**config.mk**
```make
export PLATFORM = sky130hd
export DESIGN_NAME = x86_integer_alu_with_flags
export DESIGN_NICKNAME = d
export VERILOG_FILES = /design/src/rtl/xalu_pkg.sv /design/src/rtl/x86_integer_alu_with_flags.sv /design/src/rtl/xalu_front.sv /design/src/rtl/xalu_back.sv
export SDC_FILE = /design/constraint.sdc
export NUM_CORES = 2
export LEC_CHECK = 0
export ABC_AREA = 0
export BUFFER_PORTS_ARGS = -buffer_cell sky130_fd_sc_hd__buf_4
export CELL_PAD_IN_SITES_DETAIL_PLACEMENT = 1
export CELL_PAD_IN_SITES_GLOBAL_PLACEMENT = 1
export CORE_ASPECT_RATIO = 1.4
export CORE_MARGIN = 2
export CORE_UTILIZATION = 25
export CTS_CLUSTER_DIAMETER = 50
export DETAILED_ROUTE_END_ITERATION = 7
export HOLD_SLACK_MARGIN = 0.1
export PLACE_DENSITY_LB_ADDON = 0.2
export SYNTH_ARGS = -nofsm -noshare
export SYNTH_HDL_FRONTEND = slang
export SYNTH_SLANG_ARGS = --single-unit
```
**constraint.sdc**
```tcl
create_clock -name clk -period 15.3 [get_ports clk]
set_input_delay 1.53 -clock clk [delete_from_list [all_inputs] [get_ports clk]]
set_output_delay 1.53 -clock clk [all_outputs]
set_load 0.01 [all_outputs]
```
**src/rtl/xalu_pkg.sv**
```systemverilog
// ----------------------------------------------------------------------------
// xalu_pkg
// shared types, request codes and width helpers for the x86 integer alu
// ----------------------------------------------------------------------------
`default_nettype none
package xalu_pkg;

  localparam int DEF_MAX_WIDTH = 32;
  localparam int DATA_W = 32;

  localparam logic [3:0] OP_ADD  = 4'd0;
  localparam logic [3:0] OP_SUB  = 4'd1;
  localparam logic [3:0] OP_CMP  = 4'd2;
  localparam logic [3:0] OP_INC  = 4'd3;
  localparam logic [3:0] OP_DEC  = 4'd4;
  localparam logic [3:0] OP_ADC  = 4'd5;
  localparam logic [3:0] OP_SBB  = 4'd6;
  localparam logic [3:0] OP_MUL  = 4'd7;
  localparam logic [3:0] OP_IMULW = 4'd8;
  localparam logic [3:0] OP_IMULT = 4'd9;
  localparam logic [3:0] OP_DIV  = 4'd10;
  localparam logic [3:0] OP_IDIV = 4'd11;

  localparam logic [1:0] WC_BYTE  = 2'd0;
  localparam logic [1:0] WC_WORD  = 2'd1;

  // classified item as handed from front to back
  typedef struct packed {
    logic [3:0]  op;
    logic [1:0]  wsel;      // 0 byte, 1 word, 2 dword (after clamp)
    logic [31:0] a;         // dest at width
    logic [31:0] b;         // source / multiplier at width
    logic [63:0] n;         // dividend
  } xalu_item_t;

endpackage
`default_nettype wire

```
**src/rtl/x86_integer_alu_with_flags.sv**
```systemverilog
// ----------------------------------------------------------------------------
// x86_integer_alu_with_flags
// x86 integer alu with stored cf, of, zf and sf flags
// ----------------------------------------------------------------------------
// A front end accepts a request transaction, masks the operands to the chosen
// width and places it in a two-entry queue. The back end takes one item at a
// time: add, sub, cmp, inc, dec, adc and sbb are computed combinationally on the
// queue head and registered into the output as the item is taken, so such a
// result passes through the queue slot and the output register; a new one can
// follow every cycle while the output is drained and no multiply or divide is
// running. Multiplies run a shift-add loop of one bit per cycle and divides a
// restoring loop of one quotient bit per cycle (a zero divisor or certain
// quotient overflow skips the loop). During those the queue fills and the input
// stalls. Flags update only on the add and subtract forms; inc and dec keep cf.
// A divide error returns zero results, no write back, and leaves the flags alone.
`default_nettype none
module x86_integer_alu_with_flags
  import xalu_pkg::*;
#(
  parameter int MAX_WIDTH = DEF_MAX_WIDTH
) (
  input  wire logic        clk,
  input  wire logic        rst,
  input  wire logic        in_valid,
  output logic             in_ready,
  input  wire logic [3:0]  req_type,
  input  wire logic [1:0]  width_code,
  input  wire logic [31:0] dest_value,
  input  wire logic [31:0] src_value,
  input  wire logic [31:0] acc_low,
  input  wire logic [31:0] acc_high,
  output logic             out_valid,
  input  wire logic        out_ready,
  output logic [31:0]      result_low,
  output logic [31:0]      result_high,
  output logic             writes_dest,
  output logic             carry_out,
  output logic             overflow_out,
  output logic             zero_out,
  output logic             sign_out,
  output logic             divide_error
);

  // queue between front and back
  logic       q_valid, q_ready;
  xalu_item_t q_item;

  xalu_front #(.MAX_WIDTH(MAX_WIDTH)) u_front (
    .clk, .rst, .in_valid, .in_ready, .req_type, .width_code, .dest_value,
    .src_value, .acc_low, .acc_high, .q_valid, .q_ready, .q_item
  );

  // execution and flag state
  xalu_back u_back (
    .clk, .rst, .q_valid, .q_ready, .q_item, .out_valid, .out_ready,
    .result_low, .result_high, .writes_dest, .carry_out, .overflow_out,
    .zero_out, .sign_out, .divide_error
  );

endmodule
`default_nettype wire

```
**src/rtl/xalu_front.sv**
```systemverilog
// ----------------------------------------------------------------------------
// xalu_front
// accepts requests, masks operands to width and queues them for the back end
// ----------------------------------------------------------------------------
`default_nettype none
module xalu_front
  import xalu_pkg::*;
#(
  parameter int MAX_WIDTH = DEF_MAX_WIDTH
) (
  input  wire logic        clk,
  input  wire logic        rst,
  input  wire logic        in_valid,
  output logic             in_ready,
  input  wire logic [3:0]  req_type,
  input  wire logic [1:0]  width_code,
  input  wire logic [31:0] dest_value,
  input  wire logic [31:0] src_value,
  input  wire logic [31:0] acc_low,
  input  wire logic [31:0] acc_high,
  output logic             q_valid,
  input  wire logic        q_ready,
  output xalu_item_t       q_item
);

  localparam logic [1:0] MAX_SEL = (MAX_WIDTH > 16) ? 2'd2 : ((MAX_WIDTH > 8) ? 2'd1 : 2'd0);

  xalu_item_t item;
  logic [1:0] wsel;
  logic [31:0] mask;
  xalu_item_t slot [2];
  logic [1:0] cnt;
  logic wp, rp;

  always_comb begin
    wsel = (width_code > 2'd2) ? 2'd2 : width_code;
    if (wsel > MAX_SEL) wsel = MAX_SEL;
    case (wsel)
      WC_BYTE: mask = 32'h0000_00ff;
      WC_WORD: mask = 32'h0000_ffff;
      default: mask = 32'hffff_ffff;
    endcase
    item.op   = req_type;
    item.wsel = wsel;
    item.a    = dest_value & mask;
    item.b    = ((req_type == OP_MUL) || (req_type == OP_IMULW)) ? (acc_low & mask)
              : (src_value & mask);
    case (wsel)
      WC_BYTE: item.n = {48'd0, acc_low[15:0]};
      WC_WORD: item.n = {32'd0, acc_high[15:0], acc_low[15:0]};
      default: item.n = {acc_high, acc_low};
    endcase
  end

  // two-entry queue
  assign in_ready = (cnt != 2'd2);
  assign q_valid  = (cnt != 2'd0);
  assign q_item   = slot[rp];

  always_ff @(posedge clk) begin
    if (in_valid && in_ready) slot[wp] <= item;
    if (rst) begin
      cnt <= 2'd0;
      wp  <= 1'b0;
      rp  <= 1'b0;
    end else begin
      if (in_valid && in_ready) wp <= ~wp;
      if (q_valid && q_ready) rp <= ~rp;
      cnt <= cnt + 2'((in_valid && in_ready) ? 1 : 0) - 2'((q_valid && q_ready) ? 1 : 0);
    end
  end

  a_cnt_range: assert property (@(posedge clk) disable iff (rst) cnt <= 2'd2)
    else $error("queue count out of range");
  a_ptr_cnt: assert property (@(posedge clk) disable iff (rst)
    (cnt == 2'd1) |-> (wp != rp))
    else $error("queue pointers disagree with count");
  a_full_ptr: assert property (@(posedge clk) disable iff (rst)
    ((cnt == 2'd0) || (cnt == 2'd2)) |-> (wp == rp))
    else $error("queue pointers disagree with empty or full");

endmodule
`default_nettype wire

```
**src/rtl/xalu_back.sv**
```systemverilog
// ----------------------------------------------------------------------------
// xalu_back
// executes queued items: add forms straight from the queue head, bit-serial mul and div
// ----------------------------------------------------------------------------
`default_nettype none
module xalu_back
  import xalu_pkg::*;
(
  input  wire logic        clk,
  input  wire logic        rst,
  input  wire logic        q_valid,
  output logic             q_ready,
  input  xalu_item_t       q_item,
  output logic             out_valid,
  input  wire logic        out_ready,
  output logic [31:0]      result_low,
  output logic [31:0]      result_high,
  output logic             writes_dest,
  output logic             carry_out,
  output logic             overflow_out,
  output logic             zero_out,
  output logic             sign_out,
  output logic             divide_error
);

  localparam logic [1:0] ST_IDLE = 2'd0;
  localparam logic [1:0] ST_MUL  = 2'd1;
  localparam logic [1:0] ST_DIV  = 2'd2;
  localparam logic [1:0] ST_FIN  = 2'd3;

  logic [1:0] state;
  logic cf, of, zf, sf;

  // working item
  logic [3:0]  op;
  logic [1:0]  wsel;
  logic [5:0]  w;          // 8, 16 or 32
  logic [5:0]  cnt;
  logic [32:0] acc;        // product high / partial remainder
  logic [63:0] sh;         // multiplier / dividend shift register
  logic [31:0] mb;         // multiplicand or divisor magnitude
  logic        nneg, rneg;
  logic        err_pre;

  logic out_full;
  wire take = q_valid && q_ready;
  // mul and div go through the iterative loop and fill the output later
  wire iter_op = (q_item.op == OP_MUL) || (q_item.op == OP_IMULW) || (q_item.op == OP_IMULT)
              || (q_item.op == OP_DIV) || (q_item.op == OP_IDIV);
  wire fill = (take && !iter_op) || ((state == ST_FIN) && (!out_full || out_ready));
  assign q_ready = (state == ST_IDLE) && !(out_full && !out_ready);
  assign out_valid = out_full;

  // combinational add and subtract path on the queue head
  logic [31:0] mask, sbit, a, b, r;
  logic [32:0] s;
  logic addf, subf, c_new, o_new;
  always_comb begin
    case (q_item.wsel)
      WC_BYTE: begin mask = 32'hff; sbit = 32'h80; end
      WC_WORD: begin mask = 32'hffff; sbit = 32'h8000; end
      default: begin mask = 32'hffff_ffff; sbit = 32'h8000_0000; end
    endcase
    a = q_item.a;
    b = ((q_item.op == OP_INC) || (q_item.op == OP_DEC)) ? 32'd1 : q_item.b;
    addf = (q_item.op == OP_ADD) || (q_item.op == OP_INC) || (q_item.op == OP_ADC);
    subf = (q_item.op == OP_SUB) || (q_item.op == OP_CMP) || (q_item.op == OP_DEC)
        || (q_item.op == OP_SBB);
    if (addf) s = {1'b0, a} + {1'b0, b} + 33'((q_item.op == OP_ADC) ? cf : 1'b0);
    else      s = {1'b0, a} - {1'b0, b} - 33'((q_item.op == OP_SBB) ? cf : 1'b0);
    r = s[31:0] & mask;
    case (q_item.wsel)
      WC_BYTE: c_new = s[8];
      WC_WORD: c_new = s[16];
      default: c_new = s[32];
    endcase
    if (addf) o_new = |((~(a ^ b)) & (a ^ r) & sbit);
    else      o_new = |((a ^ b) & (a ^ r) & sbit);
  end

  // ---- divide step ----
  logic [32:0] trial;
  logic [32:0] rem_sh;
  always_comb begin
    rem_sh = {acc[31:0], sh[63]};
    trial  = rem_sh - {1'b0, mb};
  end

  // magnitudes at issue
  logic [31:0] wmask, wsb;
  logic [63:0] nmag;
  logic [31:0] amag, bmag, nhi;
  logic sa, sb, sn;
  always_comb begin
    wmask = mask; wsb = sbit;
    sa = |(q_item.a & wsb);
    sb = |(q_item.b & wsb);
    case (q_item.wsel)
      WC_BYTE: sn = q_item.n[15];
      WC_WORD: sn = q_item.n[31];
      default: sn = q_item.n[63];
    endcase
    amag = (sa ? (32'd0 - q_item.a) : q_item.a) & wmask;
    bmag = (sb ? (32'd0 - q_item.b) : q_item.b) & wmask;
    if (q_item.op == OP_IDIV && sn) begin
      case (q_item.wsel)
        WC_BYTE: nmag = {48'd0, 16'(16'd0 - q_item.n[15:0])};
        WC_WORD: nmag = {32'd0, 32'(32'd0 - q_item.n[31:0])};
        default: nmag = 64'd0 - q_item.n;
      endcase
    end else begin
      nmag = q_item.n;
    end
    // high half of the dividend, the starting partial remainder
    case (q_item.wsel)
      WC_BYTE: nhi = {24'd0, nmag[15:8]};
      WC_WORD: nhi = {16'd0, nmag[31:16]};
      default: nhi = nmag[63:32];
    endcase
  end

  // finish-time values
  logic [31:0] q_fin, r_fin, fmask, fsb, lo_fin, hi_fin;
  logic [63:0] prod, sprod;
  logic [31:0] limit;
  logic ovf;
  always_comb begin
    case (wsel)
      WC_BYTE: begin fmask = 32'hff; fsb = 32'h80; end
      WC_WORD: begin fmask = 32'hffff; fsb = 32'h8000; end
      default: begin fmask = 32'hffff_ffff; fsb = 32'h8000_0000; end
    endcase
    q_fin = sh[31:0] & fmask;
    r_fin = acc[31:0] & fmask;
    limit = fsb;
    ovf = 1'b0;
    if (op == OP_IDIV) ovf = rneg ? (q_fin > limit) : (q_fin >= limit);
    prod = {acc[31:0], sh[63:32]} >> (6'd32 - w);
    sprod = rneg ? (64'd0 - prod) : prod;
    lo_fin = 32'd0; hi_fin = 32'd0;
    if (op == OP_DIV || op == OP_IDIV) begin
      lo_fin = ((op == OP_IDIV && rneg) ? (32'd0 - q_fin) : q_fin) & fmask;
      hi_fin = ((op == OP_IDIV && nneg) ? (32'd0 - r_fin) : r_fin) & fmask;
    end else begin
      lo_fin = sprod[31:0] & fmask;
      case (wsel)
        WC_BYTE: hi_fin = {24'd0, sprod[15:8]};
        WC_WORD: hi_fin = {16'd0, sprod[31:16]};
        default: hi_fin = sprod[63:32];
      endcase
    end
  end

  always_ff @(posedge clk) begin
    if (rst) begin
      state <= ST_IDLE;
      out_full <= 1'b0;
      cf <= 1'b0; of <= 1'b0; zf <= 1'b0; sf <= 1'b0;
    end else begin
      out_full <= fill || (out_full && !out_ready);
      case (state)
        ST_IDLE: if (take) begin
          op <= q_item.op;
          wsel <= q_item.wsel;
          w <= (q_item.wsel == WC_BYTE) ? 6'd8 : ((q_item.wsel == WC_WORD) ? 6'd16 : 6'd32);
          cnt <= 6'd0;
          if (addf || subf) begin
            result_low <= r;
            result_high <= 32'd0;
            writes_dest <= (q_item.op != OP_CMP);
            divide_error <= 1'b0;
            if (!(q_item.op == OP_INC || q_item.op == OP_DEC)) cf <= c_new;
            of <= o_new; zf <= (r == 32'd0); sf <= |(r & sbit);
            carry_out <= (q_item.op == OP_INC || q_item.op == OP_DEC) ? cf : c_new;
            overflow_out <= o_new; zero_out <= (r == 32'd0); sign_out <= |(r & sbit);
          end else if (q_item.op == OP_MUL || q_item.op == OP_IMULW
                       || q_item.op == OP_IMULT) begin
            acc <= 33'd0;
            if (q_item.op == OP_MUL) begin
              mb <= q_item.a; sh <= {q_item.b, 32'd0}; rneg <= 1'b0;
            end else begin
              mb <= amag; sh <= {bmag, 32'd0}; rneg <= sa ^ sb;
            end
            state <= ST_MUL;
          end else if (q_item.op == OP_DIV || q_item.op == OP_IDIV) begin
            mb <= (q_item.op == OP_IDIV) ? amag : q_item.a;
            nneg <= (q_item.op == OP_IDIV) && sn;
            rneg <= (q_item.op == OP_IDIV) && (sn ^ sa);
            err_pre <= (q_item.a == 32'd0)
                    || (((q_item.op == OP_IDIV) ? nhi : q_item.n[63:32] & 32'd0
                        | nhi) >= ((q_item.op == OP_IDIV) ? amag : q_item.a));
            case (q_item.wsel)
              WC_BYTE: sh <= {nmag[7:0], 56'd0};
              WC_WORD: sh <= {nmag[15:0], 48'd0};
              default: sh <= {nmag[31:0], 32'd0};
            endcase
            acc <= {1'b0, nhi};
            state <= ST_DIV;
          end else begin
            result_low <= 32'd0; result_high <= 32'd0;
            writes_dest <= 1'b0; divide_error <= 1'b0;
            carry_out <= cf; overflow_out <= of; zero_out <= zf; sign_out <= sf;
          end
        end
        ST_MUL: begin
          // shift-add on the multiplier bits, lsb first, w steps
          logic [32:0] sum;
          sum = acc + (sh[32] ? {1'b0, mb} : 33'd0);
          sh <= {sum[0], sh[63:33], 32'd0};
          acc <= {1'b0, sum[32:1]};
          cnt <= cnt + 6'd1;
          if (cnt + 6'd1 == w) state <= ST_FIN;
        end
        ST_DIV: begin
          if (err_pre) begin
            state <= ST_FIN;
          end else begin
            if (!trial[32]) begin
              acc <= trial;
              sh <= {sh[62:0], 1'b1};
            end else begin
              acc <= rem_sh;
              sh <= {sh[62:0], 1'b0};
            end
            cnt <= cnt + 6'd1;
            if (cnt + 6'd1 == w) state <= ST_FIN;
          end
        end
        default: begin
          if (!out_full || out_ready) begin
            state <= ST_IDLE;
            carry_out <= cf; overflow_out <= of; zero_out <= zf; sign_out <= sf;
            if ((op == OP_DIV || op == OP_IDIV) && (err_pre || ovf)) begin
              result_low <= 32'd0; result_high <= 32'd0;
              writes_dest <= 1'b0; divide_error <= 1'b1;
            end else begin
              result_low <= lo_fin; result_high <= hi_fin;
              writes_dest <= 1'b1; divide_error <= 1'b0;
            end
          end
        end
      endcase
    end
  end

  a_no_take_busy: assert property (@(posedge clk) disable iff (rst)
    (state != ST_IDLE) |-> !q_ready)
    else $error("queue popped while busy");
  a_err_nowrite: assert property (@(posedge clk) disable iff (rst)
    (out_full && divide_error) |-> !writes_dest)
    else $error("divide error with write back");
  a_cnt_bound: assert property (@(posedge clk) disable iff (rst)
    (state == ST_MUL || state == ST_DIV) |-> (cnt < w))
    else $error("iteration count past width");

endmodule
`default_nettype wire
```
==> run summary <==
The worst slack at placement is a little under 8 ns. The number of buffers created by CTS is 73. For this run, the number of Yosys warnings is 0. The most repeated library cell on the critical path is sky130_fd_sc_hd__buf_4. STA classifies the critical path endpoint as a flop. The layer with the highest usage after global routing is met2. The cell family contributing the most delay on the critical path is simple AND/OR/NAND/NOR gates. The area of the placeable core is ~160000 sq um. The post-synthesis adder-cell area fraction is 0.0654. The total iterations of the first detailed-routing run came out at 6.

The die outline area came out at between 150000 and 200000 sq um. The area fraction of the dominant cell type after synthesis came out at 0.357. The classification of the worst setup path is flop to flop. Traced cell by cell, the critical path runs through buf_4 -> buf_4 -> buf_4 -> or3b_1 -> o2bb2ai_1 -> nor2_1 -> nand4_2 -> or4_4 -> nor3_4 -> and2_4 -> a21oi_2 -> xor2_1 -> nor2_1 -> ha_1 -> a21o_1 -> a21oi_1 -> nor2b_1 -> o21ai_0 -> nand2b_1 -> a21oi_1 -> nor2b_1 -> o21ai_0 -> o211ai_1 -> a41o_1. The most used flip-flop cell after synthesis is sky130_fd_sc_hd__edfxtp_1. The fraction of the mapped netlist area in compound gates came to 0.205. The data arrival time of the critical path came out at 7.69 ns. The run finished with clean final reports. The floorplan row count is between 150 and 200.

The top-level I/O count came out at 210. The remaining antenna violation count came out at 0. The aggregate global-route resource usage is 0.222. The maximum clock insertion buffer count came out at 3. The later pin in the worst-skew pair is clocked with a latency of 0.70 ns. The global routing met2 resource utilization is 0.393.

The met1 layer usage reported by global route came out at 0.263. The worst pin sits at a relative slew slack of 0.248. The clock-pin slew reported for the worst setup and hold paths after clock tree synthesis came out at 0.06 ns. The first routing iteration left 2640 violations. The total number of vias is 36.7k. Using the TritonRoute via totals, the vias-per-cell ratio works out to 5.39.

The routability congestion estimate is 0.969. The buffer type at the clock tree root is sky130_fd_sc_hd__clkbuf_16. The final total negative setup slack is 0 ns.

The post-detailed-route wirelength per cell is 28.0 um. The most area-hungry cell type in the Yosys netlist is sky130_fd_sc_hd__edfxtp_1. A synthesized cell averages 9.12 sq um. The tree built by TritonCTS fans out to 497 sinks. The overall routed net length is between 150 and 200 mm.

The maximum operating frequency is about 140 MHz. The buffering stage count on the worst path with inverters included is 3. The switching power total came out at approximately 5.4 mW.

The post-CTS resize count is 0. The multiplexer share of the synthesized area is 0.0789. In this run, post-CTS hold repair placed 0 buffers. The number of hold-slack violations in the final timing report came out at 0. Setup repair after global routing left no endpoint under its margin.

The async set or reset register ratio after synthesis is 0. The startpoint type of the worst setup path is a flop. The share of total power dissipated in sequential elements is 0.211. The layout overhead on the synthesized area is 16.0%. The final worst-path setup slack came out at 8.03 ns. Cell internal power was estimated by the tool at slightly above 5 mW. Yosys mapped the design onto 115 distinct sky130hd cell types.

The worst path required time came out at 15.72 ns. In the routed design, unresolved DRC markers number 0. At the pin with the least slew margin, the transition time is 1.10 ns.

Summed over all cells, the static leakage comes to 17.6 nW. The setup-violating endpoint count in the final report is 0. The number of max-slew violations in the final report was 0.

The die width came out at 346 um. The worst hold path depth is 2. The tightest min-delay check is of the flop to flop type. For this design, the slowest cell found on the critical path is sky130_fd_sc_hd__buf_4.

The die height is 482 um. The number of nets in the finished design came out at about 5.0k. On the worst path, the slowest cell contributes a delay of around 0.74 ns. Across the run, the number of max-cap violations was 0. Dividing total power by cell area gives a power density of ~220 nW/um^2. Yosys attributes the largest share of cell area to sky130_fd_sc_hd__edfxtp_1 (36%), sky130_fd_sc_hd__ha_1 (6.3%), sky130_fd_sc_hd__mux2i_1 (5.0%). The maximum number of pins on one net before global-route repair came out at 74. The area share of xor/xnor cells in the synthesized design came out at 0.0658. The H-tree depth reported by CTS is 3. The critical path runs through a total of 24 cells. The number of antenna violations at the first check in global routing came out at 6. The portion of the clock cycle consumed by the worst path in the final layout is 0.475. The number of enable flip-flop cells after synthesis came out at just under 500. The total setup buffers inserted after CTS is 0. Once layout is complete, the utilization of the core stands at 0.292. The via count of the first global-routing pass is 37.6k.

The fraction of power consumed by combinational cells came out at 0.624. The effective utilization at floorplan came out at 0.252. Across the routed clock network, the largest skew measured is 0.0389 ns. The met3 capacity usage during global routing is 0.0227. The total nets after synthesis came out at 4827. TritonCTS built the clock tree. The number of port buffers came out at 209. The sequential cell area fraction in the yosys report is 0.363.

The post-synthesis simple-gate area fraction is 0.175. The global-route wire length before repair came out at 271 mm. The dominant combinational cell family by area after synthesis is compound AO/OA/AOI/OAI gates. The number of filler cells placed in the layout came out at 18.7k. The maximum fanout encountered on the critical timing path is 68. Of the cells placed in the final design, the portion with a size suffix greater than 1 is 0.131. The part of the power in the clock network is 0.165. The worst slack on hold paths came out at 0.522 ns. The shortest period the worst path allows came out at 7.27 ns.

Measured in cells, the most critical reg-to-reg path has a length of 24. The maximum vdd drop is around 0.000084 V. The residual overflow from global routing is 0.

The register bit count reported by yosys is 497. The post-synth design cell area came out at 40800 sq um. The cell count after synthesis is around 4.5k.

The fraction of power spent switching nets came out at 0.514. Leaving out fill and tap cells, the most frequent cell in the layout is sky130_fd_sc_hd__edfxtp_1. The library cells used most frequently in the layout, excluding fill and tap cells, are sky130_fd_sc_hd__edfxtp_1 (485), sky130_fd_sc_hd__nor2_1 (399), sky130_fd_sc_hd__a21oi_1 (366). The estimated wirelength of the detail-placed design came out at around 150 mm.
[power groups by stage]
stage               clock network (mW)  registers (mW)  logic (mW)
floorplan                            0            2.20        4.09
global placement                     0            2.25        6.53
detailed placement                   0            2.26        6.54
CTS                               1.79            2.23        6.57
global route                      1.83            2.26        7.07
finish                            1.75            2.23        6.60
[synth_stat cells (all sizes together) (11+ instances only)]
cell type  instances
a211oi            57
a21o              54
a21oi            369
a221oi            42
a22o              14
a22oi             43
a31oi             58
and2             133
and3              35
buf               75
clkbuf           177
dfxtp             12
edfxtp           485
ha               204
inv              192
mux2              20
mux2i            210
mux4              38
nand2            360
nand2b            61
nand3             78
nand4             29
nor2             405
nor2b             54
nor3             153
nor3b             25
nor4              18
o211ai            29
o21a              31
o21ai            301
o21bai            18
o221ai            15
o22ai             64
o31ai             47
o32ai             11
or2               29
or3               33
xnor2            201
xor2             104
[metal layers]
layer	share of wire	vias to the layer above
li1	-	16900
met1	0.41	18400
met2	0.49	998
met3	0.035	317
met4	0.063	2
met5	0.000063	-
[path summary, 6_finish.rpt]
path	slack (ns)	startpoint	to
hold reg to reg	0.52	u_back.sf	u_back.sf
setup / recovery	8.03	flop	u_back.err_pre
hold / removal	0.52	u_back.sf	u_back.sf
setup reg to reg	8.03	flop	u_back.err_pre
[logic make-up after synthesis]
logic type               count (synthesis)
AND/OR/NAND/NOR                       1449
AO/OA/AOI/OAI                         1301
flip-flops                             497
buffers and inverters                  449
XOR/XNOR                               305
multiplexers                           268
adder cells (fa/ha/maj)                210
[sequential cells by signal, indices dropped and copies added, names as in the netlist, 3 cells and up, named ones only]
register	cells
u_front.slot	268
u_back.sh	64
u_back.acc	33
u_back.mb	32
u_back.result_high	32
u_back.result_low	32
u_back.cnt	6
u_back.op	4
u_back.w	3
[worst register-to-register path: cells and delay by family, from the launching register on]
kind            cells  cell delay (ns)
compound gates      9             1.46
xor+xnor            1             0.16
fa+ha+maj           1             0.36
buf+inv             3             2.12
flops               1             0.69
simple gates       10             2.24
[final cells by class]
type,instances,area (sq um),area share
clock buffer,82,1920,0.0406
antenna,4,10.0,0.000211
inverter,197,739,0.0156
tap,2124,2660,0.0561
timing repair buffer,312,2340,0.0495
clock inverter,53,586,0.0124
sequential,497,14800,0.313
multi-input combinational,3533,24300,0.513
[stage by stage]
| stage | power (mW) | instance area (sq um) | std cells |
|---|---|---|---|
| floorplan | 6.29 | 40800 | 4479 |
| global placement | 8.78 | 44800 | 6663 |
| detailed placement | 8.80 | 44800 | 6663 |
| CTS | 10.6 | 47300 | 6798 |
| global route | 11.2 | 47300 | 6799 |
| finish | 10.6 | 47400 | 6802 |
Note: power is estimated with default switching activity, not from simulation.
